### config.mk
export PLATFORM = sky130hd
export DESIGN_NAME = row_minmax_uint8_quantizer_unit
export DESIGN_NICKNAME = d
export VERILOG_FILES = /design/src/rtl/rmq_pkg.sv /design/src/rtl/rmq_row_mem.sv /design/src/rtl/rmq_code_div.sv /design/src/rtl/row_minmax_uint8_quantizer_unit.sv
export VERILOG_INCLUDE_DIRS = /design/src /design/src/rtl
export SDC_FILE = /design/constraint.sdc
export NUM_CORES = 2
export LEC_CHECK = 0
export BUFFER_PORTS_ARGS = -buffer_cell sky130_fd_sc_hd__buf_2
export CELL_PAD_IN_SITES_DETAIL_PLACEMENT = 0
export CELL_PAD_IN_SITES_GLOBAL_PLACEMENT = 1
export CORE_MARGIN = 8
export CORE_UTILIZATION = 30
export CTS_CLUSTER_SIZE = 20
export DETAILED_ROUTE_END_ITERATION = 10
export PLACE_DENSITY_LB_ADDON = 0.1
export SYNTH_ARGS = -nofsm -noshare
export SYNTH_HDL_FRONTEND = slang
export SYNTH_HIERARCHICAL = 1
export SYNTH_SLANG_ARGS = --single-unit
### constraint.sdc
create_clock -name clk -period 4.95 [get_ports clk]
set_input_delay 0.99 -clock clk [delete_from_list [all_inputs] [get_ports clk]]
set_output_delay 0.99 -clock clk [all_outputs]
set_load 0.02 [all_outputs]
### src/rtl/row_minmax_uint8_quantizer_unit_macros.svh
// assertion macros for the row min/max quantizer
// no dependencies; included by the modules that carry assertions
`ifndef ROW_MINMAX_UINT8_QUANTIZER_UNIT_MACROS_SVH
`define ROW_MINMAX_UINT8_QUANTIZER_UNIT_MACROS_SVH

// same-cycle implication, disabled during reset
`define RMQ_ASSERT_IMPL(label, clk, rst_n, ante, cons, msg) \
    label: assert property (@(posedge clk) disable iff (!rst_n) (ante) |-> (cons)) \
        else $error(msg);

// next-cycle implication, disabled during reset
`define RMQ_ASSERT_NEXT(label, clk, rst_n, ante, cons, msg) \
    label: assert property (@(posedge clk) disable iff (!rst_n) (ante) |=> (cons)) \
        else $error(msg);

`endif

### src/rtl/rmq_pkg.sv
// shared constants and types for the row min/max quantizer
// no dependencies
package rmq_pkg;

    localparam int DATA_W          = 32;
    localparam int CODE_W          = 8;
    localparam int SCALE_W         = DATA_W + 1;
    localparam int NUM_W           = DATA_W + CODE_W;
    localparam int ROW_LEN_MAX_DEF = 64;

    localparam logic [DATA_W-1:0] MIN_INIT = {1'b0, {(DATA_W-1){1'b1}}};
    localparam logic [DATA_W-1:0] MAX_INIT = {1'b1, {(DATA_W-1){1'b0}}};

    // control from the sequencer to the code divider
    typedef struct packed {
        logic start;
        logic take;
    } div_ctrl_t;

endpackage

### src/rtl/rmq_row_mem.sv
// row buffer: one write port, one read port with registered read data
// depends on rmq_pkg
module rmq_row_mem #(
    parameter int DEPTH  = rmq_pkg::ROW_LEN_MAX_DEF,
    parameter int ADDR_W = 6
) (
    input  logic                        clk,
    input  logic                        wr_en,
    input  logic [ADDR_W-1:0]           wr_addr,
    input  logic [rmq_pkg::DATA_W-1:0]  wr_data,
    input  logic                        rd_en,
    input  logic [ADDR_W-1:0]           rd_addr,
    output logic [rmq_pkg::DATA_W-1:0]  rd_data
);
    import rmq_pkg::*;

    logic [DATA_W-1:0] mem [DEPTH];
    logic [DATA_W-1:0] rd_data_reg;

    always_ff @(posedge clk)
    begin
        if (wr_en)
        begin
            mem[wr_addr] <= wr_data;
        end
    end

    always_ff @(posedge clk)
    begin
        if (rd_en)
        begin
            rd_data_reg <= mem[rd_addr];
        end
    end

    assign rd_data = rd_data_reg;

endmodule

### src/rtl/rmq_code_div.sv
// iterative code divider: floor(diff * 255 / range), one quotient bit per cycle
// depends on rmq_pkg
module rmq_code_div (
    input  logic                        clk,
    input  logic                        rst_n,
    input  rmq_pkg::div_ctrl_t          ctrl,
    input  logic [rmq_pkg::DATA_W-1:0]  diff,
    input  logic [rmq_pkg::DATA_W-1:0]  range,
    output logic                        done,
    output logic [rmq_pkg::CODE_W-1:0]  quot
);
    import rmq_pkg::*;

    typedef enum logic [1:0] {
        D_IDLE,
        D_MUL,
        D_DIV,
        D_DONE
    } dstate_t;

    localparam int STEP_W = $clog2(CODE_W);

    dstate_t           state_reg;
    logic [NUM_W-1:0]  num_reg;
    logic [DATA_W-1:0] den_reg;
    logic [CODE_W-1:0] quot_reg;
    logic [STEP_W-1:0] step_reg;

    logic [NUM_W-1:0]  trial;
    logic [NUM_W-1:0]  num_x255;

    always_comb
    begin
        trial    = {{CODE_W{1'b0}}, den_reg} << step_reg;
        // diff * 255 as (diff << 8) - diff
        num_x255 = {num_reg[DATA_W-1:0], {CODE_W{1'b0}}} - num_reg;
    end

    always_ff @(posedge clk or negedge rst_n)
    begin
        if (!rst_n)
        begin
            state_reg <= D_IDLE;
            num_reg   <= '0;
            den_reg   <= '0;
            quot_reg  <= '0;
            step_reg  <= '0;
        end
        else
        begin
            case (state_reg)
                D_IDLE:
                begin
                    if (ctrl.start)
                    begin
                        num_reg  <= {{CODE_W{1'b0}}, diff};
                        den_reg  <= range;
                        quot_reg <= '0;
                        // zero range gives code zero without dividing
                        state_reg <= (range == '0) ? D_DONE : D_MUL;
                    end
                end
                D_MUL:
                begin
                    num_reg   <= num_x255;
                    step_reg  <= STEP_W'(CODE_W - 1);
                    state_reg <= D_DIV;
                end
                D_DIV:
                begin
                    if (num_reg >= trial)
                    begin
                        num_reg            <= num_reg - trial;
                        quot_reg[step_reg] <= 1'b1;
                    end
                    if (step_reg == '0)
                    begin
                        state_reg <= D_DONE;
                    end
                    else
                    begin
                        step_reg <= step_reg - 1'b1;
                    end
                end
                D_DONE:
                begin
                    if (ctrl.take)
                    begin
                        state_reg <= D_IDLE;
                    end
                end
                default:
                begin
                    state_reg <= D_IDLE;
                end
            endcase
        end
    end

    assign done = (state_reg == D_DONE);
    assign quot = quot_reg;

endmodule

### src/rtl/row_minmax_uint8_quantizer_unit.sv
// Row min/max uint8 quantizer. Samples (signed Q16.16) are taken one per cycle, while
// sample_stall is low, into a row buffer as the running minimum and maximum are tracked.
// A beat with last_in_row set, or the beat that fills ROW_LEN_MAX entries, closes the row:
// the block then computes the range and scale = floor(range * 256 / 255) with a byte-serial
// divide by 255, and emits one code per stored sample in arrival order, each carrying scale
// (units of 2^-24), the row minimum as row_offset and last_code on the final one. Each code
// passes through loading the divider from the buffer read data, the multiply by 255, the
// one-bit-per-cycle divide by the range and hand-off to the output register; a zero-range
// row skips the multiply and divide. Output stalls hold the hand-off. sample_stall rises
// after the closing beat and stays high until the row's last code is in the output register.
// depends on rmq_pkg, rmq_row_mem, rmq_code_div and the assertion macro header
`include "row_minmax_uint8_quantizer_unit_macros.svh"

module row_minmax_uint8_quantizer_unit #(
    parameter int ROW_LEN_MAX = rmq_pkg::ROW_LEN_MAX_DEF
) (
    input  logic                               clk,
    input  logic                               rst_n,
    input  logic                               sample_valid,
    output logic                               sample_stall,
    input  logic signed [rmq_pkg::DATA_W-1:0]  sample,
    input  logic                               last_in_row,
    output logic                               code_valid,
    input  logic                               code_stall,
    output logic [rmq_pkg::CODE_W-1:0]         code,
    output logic [rmq_pkg::SCALE_W-1:0]        scale,
    output logic signed [rmq_pkg::DATA_W-1:0]  row_offset,
    output logic                               last_code
);
    import rmq_pkg::*;

    localparam int CNT_W  = $clog2(ROW_LEN_MAX + 1);
    localparam int ADDR_W = (ROW_LEN_MAX > 1) ? $clog2(ROW_LEN_MAX) : 1;

    typedef enum logic [2:0] {
        S_FILL,
        S_RANGE,
        S_SCALE,
        S_SCALE_ADD,
        S_START,
        S_WAIT
    } state_t;

    state_t             state_reg;
    logic [CNT_W-1:0]   fill_cnt_reg;
    logic [CNT_W-1:0]   emit_idx_reg;
    logic [DATA_W-1:0]  min_reg;
    logic [DATA_W-1:0]  max_reg;
    logic [DATA_W-1:0]  range_reg;
    logic [DATA_W-1:0]  qacc_reg;
    logic [7:0]         rem_reg;
    logic [1:0]         scl_cnt_reg;
    logic [SCALE_W-1:0] scale_reg;

    logic               code_valid_reg;
    logic [CODE_W-1:0]  code_reg;
    logic [SCALE_W-1:0] code_scale_reg;
    logic [DATA_W-1:0]  code_offset_reg;
    logic               last_code_reg;

    logic               accept;
    logic [CNT_W-1:0]   fill_cnt_next;
    logic               row_end;
    logic [DATA_W-1:0]  min_next;
    logic [DATA_W-1:0]  max_next;
    logic [DATA_W:0]    range_wide;

    logic [15:0]        scl_n;
    logic [15:0]        scl_sum;
    logic [7:0]         scl_q;
    logic [15:0]        scl_rem;

    logic [CNT_W-1:0]   emit_idx_next;
    logic               is_last;
    logic               slot_free;
    logic               xfer;

    logic               rd_en;
    logic [ADDR_W-1:0]  rd_addr;
    logic [DATA_W-1:0]  rd_data;
    logic [DATA_W:0]    diff_wide;

    div_ctrl_t          div_ctrl;
    logic               div_done;
    logic [CODE_W-1:0]  div_quot;

    always_comb
    begin
        accept        = sample_valid && !sample_stall;
        fill_cnt_next = fill_cnt_reg + 1'b1;
        row_end       = last_in_row || (fill_cnt_next == CNT_W'(ROW_LEN_MAX));
        min_next      = ($signed(sample) < $signed(min_reg)) ? sample : min_reg;
        max_next      = ($signed(sample) > $signed(max_reg)) ? sample : max_reg;
        range_wide    = {max_reg[DATA_W-1], max_reg} - {min_reg[DATA_W-1], min_reg};

        // one byte of range / 255 per cycle, remainder stays below 255
        scl_n   = {rem_reg, range_reg[{scl_cnt_reg, 3'b000} +: 8]};
        scl_sum = scl_n + {8'h00, scl_n[15:8]} + 16'd1;
        scl_q   = scl_sum[15:8];
        scl_rem = scl_n - {scl_q, 8'h00} + {8'h00, scl_q};

        emit_idx_next = emit_idx_reg + 1'b1;
        is_last       = (emit_idx_next == fill_cnt_reg);
        slot_free     = !code_valid_reg || !code_stall;
        xfer          = (state_reg == S_WAIT) && div_done && slot_free;

        // read the first entry while the scale finishes, the next one at each hand-off
        rd_en   = (state_reg == S_SCALE_ADD) || (xfer && !is_last);
        rd_addr = (state_reg == S_SCALE_ADD) ? '0 : emit_idx_next[ADDR_W-1:0];

        diff_wide = {rd_data[DATA_W-1], rd_data} - {min_reg[DATA_W-1], min_reg};

        div_ctrl.start = (state_reg == S_START);
        div_ctrl.take  = xfer;
    end

    rmq_row_mem #(
        .DEPTH  (ROW_LEN_MAX),
        .ADDR_W (ADDR_W)
    ) u_mem (
        .clk     (clk),
        .wr_en   (accept),
        .wr_addr (fill_cnt_reg[ADDR_W-1:0]),
        .wr_data (sample),
        .rd_en   (rd_en),
        .rd_addr (rd_addr),
        .rd_data (rd_data)
    );

    rmq_code_div u_div (
        .clk   (clk),
        .rst_n (rst_n),
        .ctrl  (div_ctrl),
        .diff  (diff_wide[DATA_W-1:0]),
        .range (range_reg),
        .done  (div_done),
        .quot  (div_quot)
    );

    always_ff @(posedge clk or negedge rst_n)
    begin
        if (!rst_n)
        begin
            state_reg       <= S_FILL;
            fill_cnt_reg    <= '0;
            emit_idx_reg    <= '0;
            min_reg         <= MIN_INIT;
            max_reg         <= MAX_INIT;
            range_reg       <= '0;
            qacc_reg        <= '0;
            rem_reg         <= '0;
            scl_cnt_reg     <= '0;
            scale_reg       <= '0;
            code_valid_reg  <= 1'b0;
            code_reg        <= '0;
            code_scale_reg  <= '0;
            code_offset_reg <= '0;
            last_code_reg   <= 1'b0;
        end
        else
        begin
            // a hand-off in the same cycle refills the slot
            if (code_valid_reg && !code_stall && !xfer)
            begin
                code_valid_reg <= 1'b0;
            end

            case (state_reg)
                S_FILL:
                begin
                    if (accept)
                    begin
                        fill_cnt_reg <= fill_cnt_next;
                        min_reg      <= min_next;
                        max_reg      <= max_next;
                        if (row_end)
                        begin
                            state_reg <= S_RANGE;
                        end
                    end
                end
                S_RANGE:
                begin
                    range_reg   <= range_wide[DATA_W-1:0];
                    qacc_reg    <= '0;
                    rem_reg     <= '0;
                    scl_cnt_reg <= 2'd3;
                    state_reg   <= S_SCALE;
                end
                S_SCALE:
                begin
                    qacc_reg    <= {qacc_reg[DATA_W-9:0], scl_q};
                    rem_reg     <= scl_rem[7:0];
                    scl_cnt_reg <= scl_cnt_reg - 1'b1;
                    if (scl_cnt_reg == 2'd0)
                    begin
                        state_reg <= S_SCALE_ADD;
                    end
                end
                S_SCALE_ADD:
                begin
                    // range * 256 / 255 = range + range / 255
                    scale_reg    <= {1'b0, range_reg} + {1'b0, qacc_reg};
                    emit_idx_reg <= '0;
                    state_reg    <= S_START;
                end
                S_START:
                begin
                    state_reg <= S_WAIT;
                end
                S_WAIT:
                begin
                    if (xfer)
                    begin
                        code_valid_reg  <= 1'b1;
                        code_reg        <= div_quot;
                        code_scale_reg  <= scale_reg;
                        code_offset_reg <= min_reg;
                        last_code_reg   <= is_last;
                        if (is_last)
                        begin
                            fill_cnt_reg <= '0;
                            min_reg      <= MIN_INIT;
                            max_reg      <= MAX_INIT;
                            state_reg    <= S_FILL;
                        end
                        else
                        begin
                            emit_idx_reg <= emit_idx_next;
                            state_reg    <= S_START;
                        end
                    end
                end
                default:
                begin
                    state_reg <= S_FILL;
                end
            endcase
        end
    end

    assign sample_stall = (state_reg != S_FILL);
    assign code_valid   = code_valid_reg;
    assign code         = code_reg;
    assign scale        = code_scale_reg;
    assign row_offset   = code_offset_reg;
    assign last_code    = last_code_reg;

    `RMQ_ASSERT_IMPL(a_min_le_max, clk, rst_n, fill_cnt_reg != '0,
        $signed(min_reg) <= $signed(max_reg), "row minimum above row maximum")
    `RMQ_ASSERT_IMPL(a_fill_bound, clk, rst_n, 1'b1,
        fill_cnt_reg <= CNT_W'(ROW_LEN_MAX), "fill count beyond buffer depth")
    `RMQ_ASSERT_IMPL(a_emit_in_row, clk, rst_n, state_reg == S_START || state_reg == S_WAIT,
        emit_idx_reg < fill_cnt_reg, "emit index outside the stored row")
    `RMQ_ASSERT_NEXT(a_last_ends_row, clk, rst_n, xfer && is_last,
        state_reg == S_FILL && fill_cnt_reg == '0, "row not cleared after its last code")

endmodule
Word-level counts from Yosys, hierarchy flattened
Memory sizes are Yosys's and may differ from the RTL's. A register that Yosys moved wholly into a read port is not among the register bits. Cells that the tools add are included.

Bits in registers: 348. Bits in writable memories: 2048. Output and inout bits: 76. Word-level logic and storage cells: 150. Memories: 1.

$add $sub $neg: 13. $lt $le $gt $ge: 5. Eq/ne operators: 23. Shifts and indexed selects: 2. Multiplexer cells: 47. Bitwise operators: 1. Reduce and logical (&&, ||, !) cells: 38.

Memory list: u_mem.mem (words 64, width 32, rd ports 1, clocked after Yosys merged registers in 1, write ports 1, line rmq_row_mem.sv:17) `logic [DATA_W-1:0] mem [DEPTH];`.

Operators with widths (count): two-way mux 32 bit (8); case mux 32 bit (2 select lines) (3); case mux 40 bit (3 select lines) (1); two-way mux 40 bit (2); subtractor 40 bit (2); subtractor 32 bit (2); greater-or-equal comparator 40 bit (1); << shifter 32 x 3 -> 40 bit (1); two-way mux 7 bit (5); adder 32 x 32 -> 33 bit (1); > comparator 32 bit (1); zero test 32 bit (1); less-than comparator 32 bit (1); case mux 8 bit (2 select lines) (2); variable part select 32 x 6 -> 8 bit (1); case mux 7 bit (2 select lines) (2); inequality test 2 bit, second input constant (11); two-way mux 3 bit (6); case mux 3 bit (6 select lines) (1); adder 16 x 1 -> 16 bit, second input constant (1); adder 16 x 8 -> 16 bit (1); two-way mux 8 bit (2); adder 7 x 1 -> 7 bit, second input constant (2); AND reduction 3 bit (4); other kinds (32) (67).

Depth between registers and ports, before layout
Depth after elaboration: 8. Depth in mapped cells: 19. Depth with buffers taken out: 18.

By module
The synthesis kept the hierarchy.

By module, submodules not included: rmq_row_mem (times used 1, cells each 3324, area an instance 78835.6 µm²); row_minmax_uint8_quantizer_unit (times used 1, cells each 1818, area an instance 16859.9 µm²); rmq_code_div (times used 1, cells each 1059, area an instance 9181.3 µm²).

Worst setup path after synthesis
No wires, ideal clock.

Path type: reg2reg. Start point: register scl_cnt_reg[0]. End point: register rem_reg[7]. Library setup time: 83 ps. Arrival time: 4367 ps. Path slack: 500 ps. Stages on the path, launching flop included: 19. Path buffers: 1. Path through: dfrtp_1 > buf_2 > mux4_2 > ha_1 > a2111oi_0 > a32oi_2 > nand2_1 > xor2_1 > inv_1 > ha_1 > a21o_1 > a21oi_1 > nor2b_1 > o21a_1 > o41ai_1 > xor2_1 > xnor2_1 > or3_1 > o21ai_0.

Cells in the longest elaborated chain, start to end: 5.

RTL lines: start, declared (line row_minmax_uint8_quantizer_unit.sv:52) `logic [1:0] scl_cnt_reg;`; start signal, assigned (line row_minmax_uint8_quantizer_unit.sv:194) `scl_cnt_reg <= scl_cnt_reg - 1'b1;`; variable part select 32 x 6 -> 8 bit (*) (line row_minmax_uint8_quantizer_unit.sv:97) `scl_n = {rem_reg, range_reg[{scl_cnt_reg, 3'b000} +: 8]};`; adder 16 x 8 -> 16 bit (line row_minmax_uint8_quantizer_unit.sv:98) `scl_sum = scl_n + {8'h00, scl_n[15:8]} + 16'd1;`; adder 16 x 1 -> 16 bit (line row_minmax_uint8_quantizer_unit.sv:98); adder 8 bit (*) (line row_minmax_uint8_quantizer_unit.sv:100) `scl_rem = scl_n - {scl_q, 8'h00} + {8'h00, scl_q};`; case mux 8 bit (2 select lines) (*) (line row_minmax_uint8_quantizer_unit.sv:168) `case (state_reg)`; end signal, assigned (line row_minmax_uint8_quantizer_unit.sv:193) `rem_reg <= scl_rem[7:0];`; end, declared (line row_minmax_uint8_quantizer_unit.sv:51) `logic [7:0] rem_reg;`.

Every way passes the cells marked *; elsewhere a longest branch is shown, timed or not. A chain may end at the register's enable or synchronous reset.

Worst setup path in the final report
Same ends and word-level chain as after synthesis.

==> results.md <==
- Die Area: between 300000 and 400000 µm²
- Avg Cell Area, Syn: around 17 µm²
- Starting DRT DRC Count: approximately 5500
- Clock root buffer: clkbuf_16
- Vias post-DR: 60000
- Placed inst area: between 100000 and 150000 µm²
- CP Data Arrival Time: 5.46 ns
- GPL Wtd Cong: 0.817
- Final setup fails: 0
- Syn_nets: about 6500
- Total chip power: roughly 77 mW
- Clock sinks: roughly 2400
- Yosys reg bits: 2428
- Fin crit share: 94.3%
- Worst path max stage delay: 0.53 ns
- Max Slew Vio Count: 0
- Peak supply drop: between 600 and 700 µV
- CP Capture Type: flip-flop
- Largest net degree at the start of global routing: just under 100
- Fin area: ~120000 µm²
- Layout cells sized above 1: around a quarter
- Row cnt: around 220
- Setup TNS: 0 ns
- Core area: around 350000 µm²
- Multi-input logic area: 32200 µm²
- Most common cell after layout, fill and taps aside: edfxtp_1
- Num ports: 113
- Critical Path RT: ~5.7 ns
- Die height: ~610 µm
- Count of cell types in the netlist: 110
- Final HPWL DP: about 230 mm
- WL/cell: between 30 and 40 µm
- Synth area leaders: edfxtp_1 (60%), mux4_2 (12%), dfrtp_1 (7.5%), ha_1 (3.0%), nand2_1 (1.5%)
- CP Max Fanout: 7
- Final Net Count: just under 7000
- Max Cap Viol: 0
- Critical-path cell list: buf_4, mux4_2, ha_1, o21a_1, o21a_1, o21a_1, o21a_1, o21a_1, o21ai_1, a21oi_1, xnor2_1, ha_1, nor2b_1, o21a_1, o41ai_1, buf_4, xor2_1, xnor2_1, or3_1, o21ai_0
- Global Route Usage Sum: roughly a fifth
- Flip-flop count of the largest register after layout: between 2000 and 2500
- Hold Fails Final Rpt: 0
- H-tree depth: 5
- Worst path most repeated cell: o21a_1
- Yosys top cell area share: a little under 60%
- Port Buffers: 112
- Leak: 42.8 nW
- Synth Warn #: 6
- Status: complete, no violations
- Routed wire length: 364 mm
- Mapped Cells: 6201
- Async S/R FF share, synth: ~14%
- TritonCTS buffer count: 292
- Slew headroom: between 10% and 20%
- Clock transition at path regs: 0.06 ns
- FF/Latch Area: roughly 71000 µm²
- Pwr dens: 622 nW/µm²
- Die Width: roughly 610 µm
- Hold_ws: 0.112 ns
- Clock buffer depth: 4
- Number of synthesized flops with an enable pin: roughly 2100
- Initial Utilization: a little under a third
- Post-layout min period: roughly 4.7 ns
- Drt via density: approximately 5.2
- FMAX: 0.214 GHz
- Fillcell total: around 33000
- Cell area after synthesis: 105000 µm²
- Worst setup path category: flip-flop to flip-flop
- GRT Residual Overflow: 0
- Initial antenna violation count: 42
- Max Clock Skew: 0.0591 ns
- First-pass DRT Iterations: 7
- CP Launch Type: flip-flop
- Vias in the first global route: 61400
- CTS tree: built
- Slew @ Worst Pin: between 1 and 1.5 ns
- Sequential area share after synthesis: roughly two thirds
- Post-synth top area cell: edfxtp_1
- Worst-Skew Late Latency: approximately 0.91 ns
- Most used DFF post-synth: edfxtp_1
- Layout area overhead: 17.6%
- Worst min path class: primary input to async pin
- Commonest non-fill, non-tap cells in the layout: edfxtp_1 (2080), mux4_2 (576), nand2_1 (409)
- RSZ-0062 raised after global routing: false
- First-pass GRT wire length: between 500 and 600 mm
- Crit-path slowest cell: mux4_2
- Final ANT Viol Nets: 0
- # DRC: 0
synthesized netlist by cell type (33+ instances only):
library cell and number:
xor2_1 74, a22o_1 70, buf_1 35, clkbuf_1 147, nand2_1 411, nor2_1 285, o22a_1 35, a21o_1 73
o21ai_1 42, buf_2 83, inv_1 159, o21ai_0 178, ha_1 253, nor2b_1 41, o31ai_1 35, nand4_1 35
dfrtp_1 316, o22ai_1 100, nand3_1 54, edfxtp_1 2080, xnor2_1 97, nand2b_1 33, nor3_1 51, mux2i_1 130
mux4_2 576, a21oi_1 242, mux2_2 34
what timing repair did:
action,CTS,global route
resized for setup,0,2
hold buffers,0,0
hold endpoints to repair,0,0
buffers inserted,0,1
setup endpoints to repair,0,1
critical path: cells and delay by family, from the launching register on:
family | cells | cell delay (ns)
xor+xnor | 3 | 0.49
buf+inv | 2 | 0.39
compound gates | 10 | 1.70
fa+ha+maj | 2 | 0.58
simple gates | 2 | 0.44
mux | 1 | 0.53
flops | 1 | 0.45
per-stage QoR:
stage | cells | utilization, % | setup WS, ns
2_1_floorplan | 6201 | - | 0.500
3_3_place_gp | 11000 | 32.7 | 0.0618
3_5_place_dp | 11000 | 32.7 | 0.141
4_1_cts | 11500 | 35.4 | 0.0946
5_1_grt | 11500 | 35.4 | 0.0300
6_report | 11500 | 35.4 | 0.282
where the power goes:
group          internal [mW]  switching [mW]  total (mW)
clock                   12.1            8.65        20.8
sequential              23.7            1.53        25.3
combinational           12.7            18.0        30.7
total                   48.6            28.2        76.8
cell type report:
| class | count | area share [%] |
|---|---|---|
| Sequential cell | 2428 | 57.7 |
| Clock buffer | 365 | 6.30 |
| Timing Repair Buffer | 470 | 3.52 |
| Inverter | 162 | 0.493 |
| Multi-Input combinational cell | 3310 | 26.1 |
| Antenna cell | 25 | 0.0507 |
| Tap cell | 4599 | 4.66 |
| Clock inverter | 153 | 1.12 |
cells by family after synthesis:
logic type                 after synthesis  synth area share, %
adders and majority gates              258                 3.11
xor gates and xnor gates               171                 1.43
AOI/OAI and AO/OA                     1101                 7.12
muxes                                  741                 14.0
and+or+nand+nor                       1039                 4.55
DFF                                   2428                 67.9
buffers and inverters                  463                 1.91
worst paths after layout:
path	from	endpoint	slack, ns	depth (start not counted)
hold reg to reg	scale_reg[2]$_DFFE_PN0N_	scale[2]$_DFFE_PN0P_	0.46	2
setup reg to reg	scl_cnt_reg[0]$_DFFE_PN0N_	rem_reg[7]$_DFFE_PN0N_	0.28	20
max in group asynchronous	rst_n	scale[29]$_DFFE_PN0P_	3.65	2
min in group clk	code_stall	code_valid$_DFF_PN0_	0.40	3
hold / removal	rst_n	u_div/num_reg[37]$_DFFE_PN0P_	0.11	1
setup / recovery	scl_cnt_reg[0]$_DFFE_PN0N_	rem_reg[7]$_DFFE_PN0N_	0.28	20
per-layer routing:
metal  track usage (%)  wire [µm]  part of all wire (%)
met4              3.96       8340                   2.3
met2              32.0     174000                    48
met5                 0         55                 0.015
met3              2.91      18300                   5.0
met1              26.6     163000                    45
(Power assumes the default switching activity.)
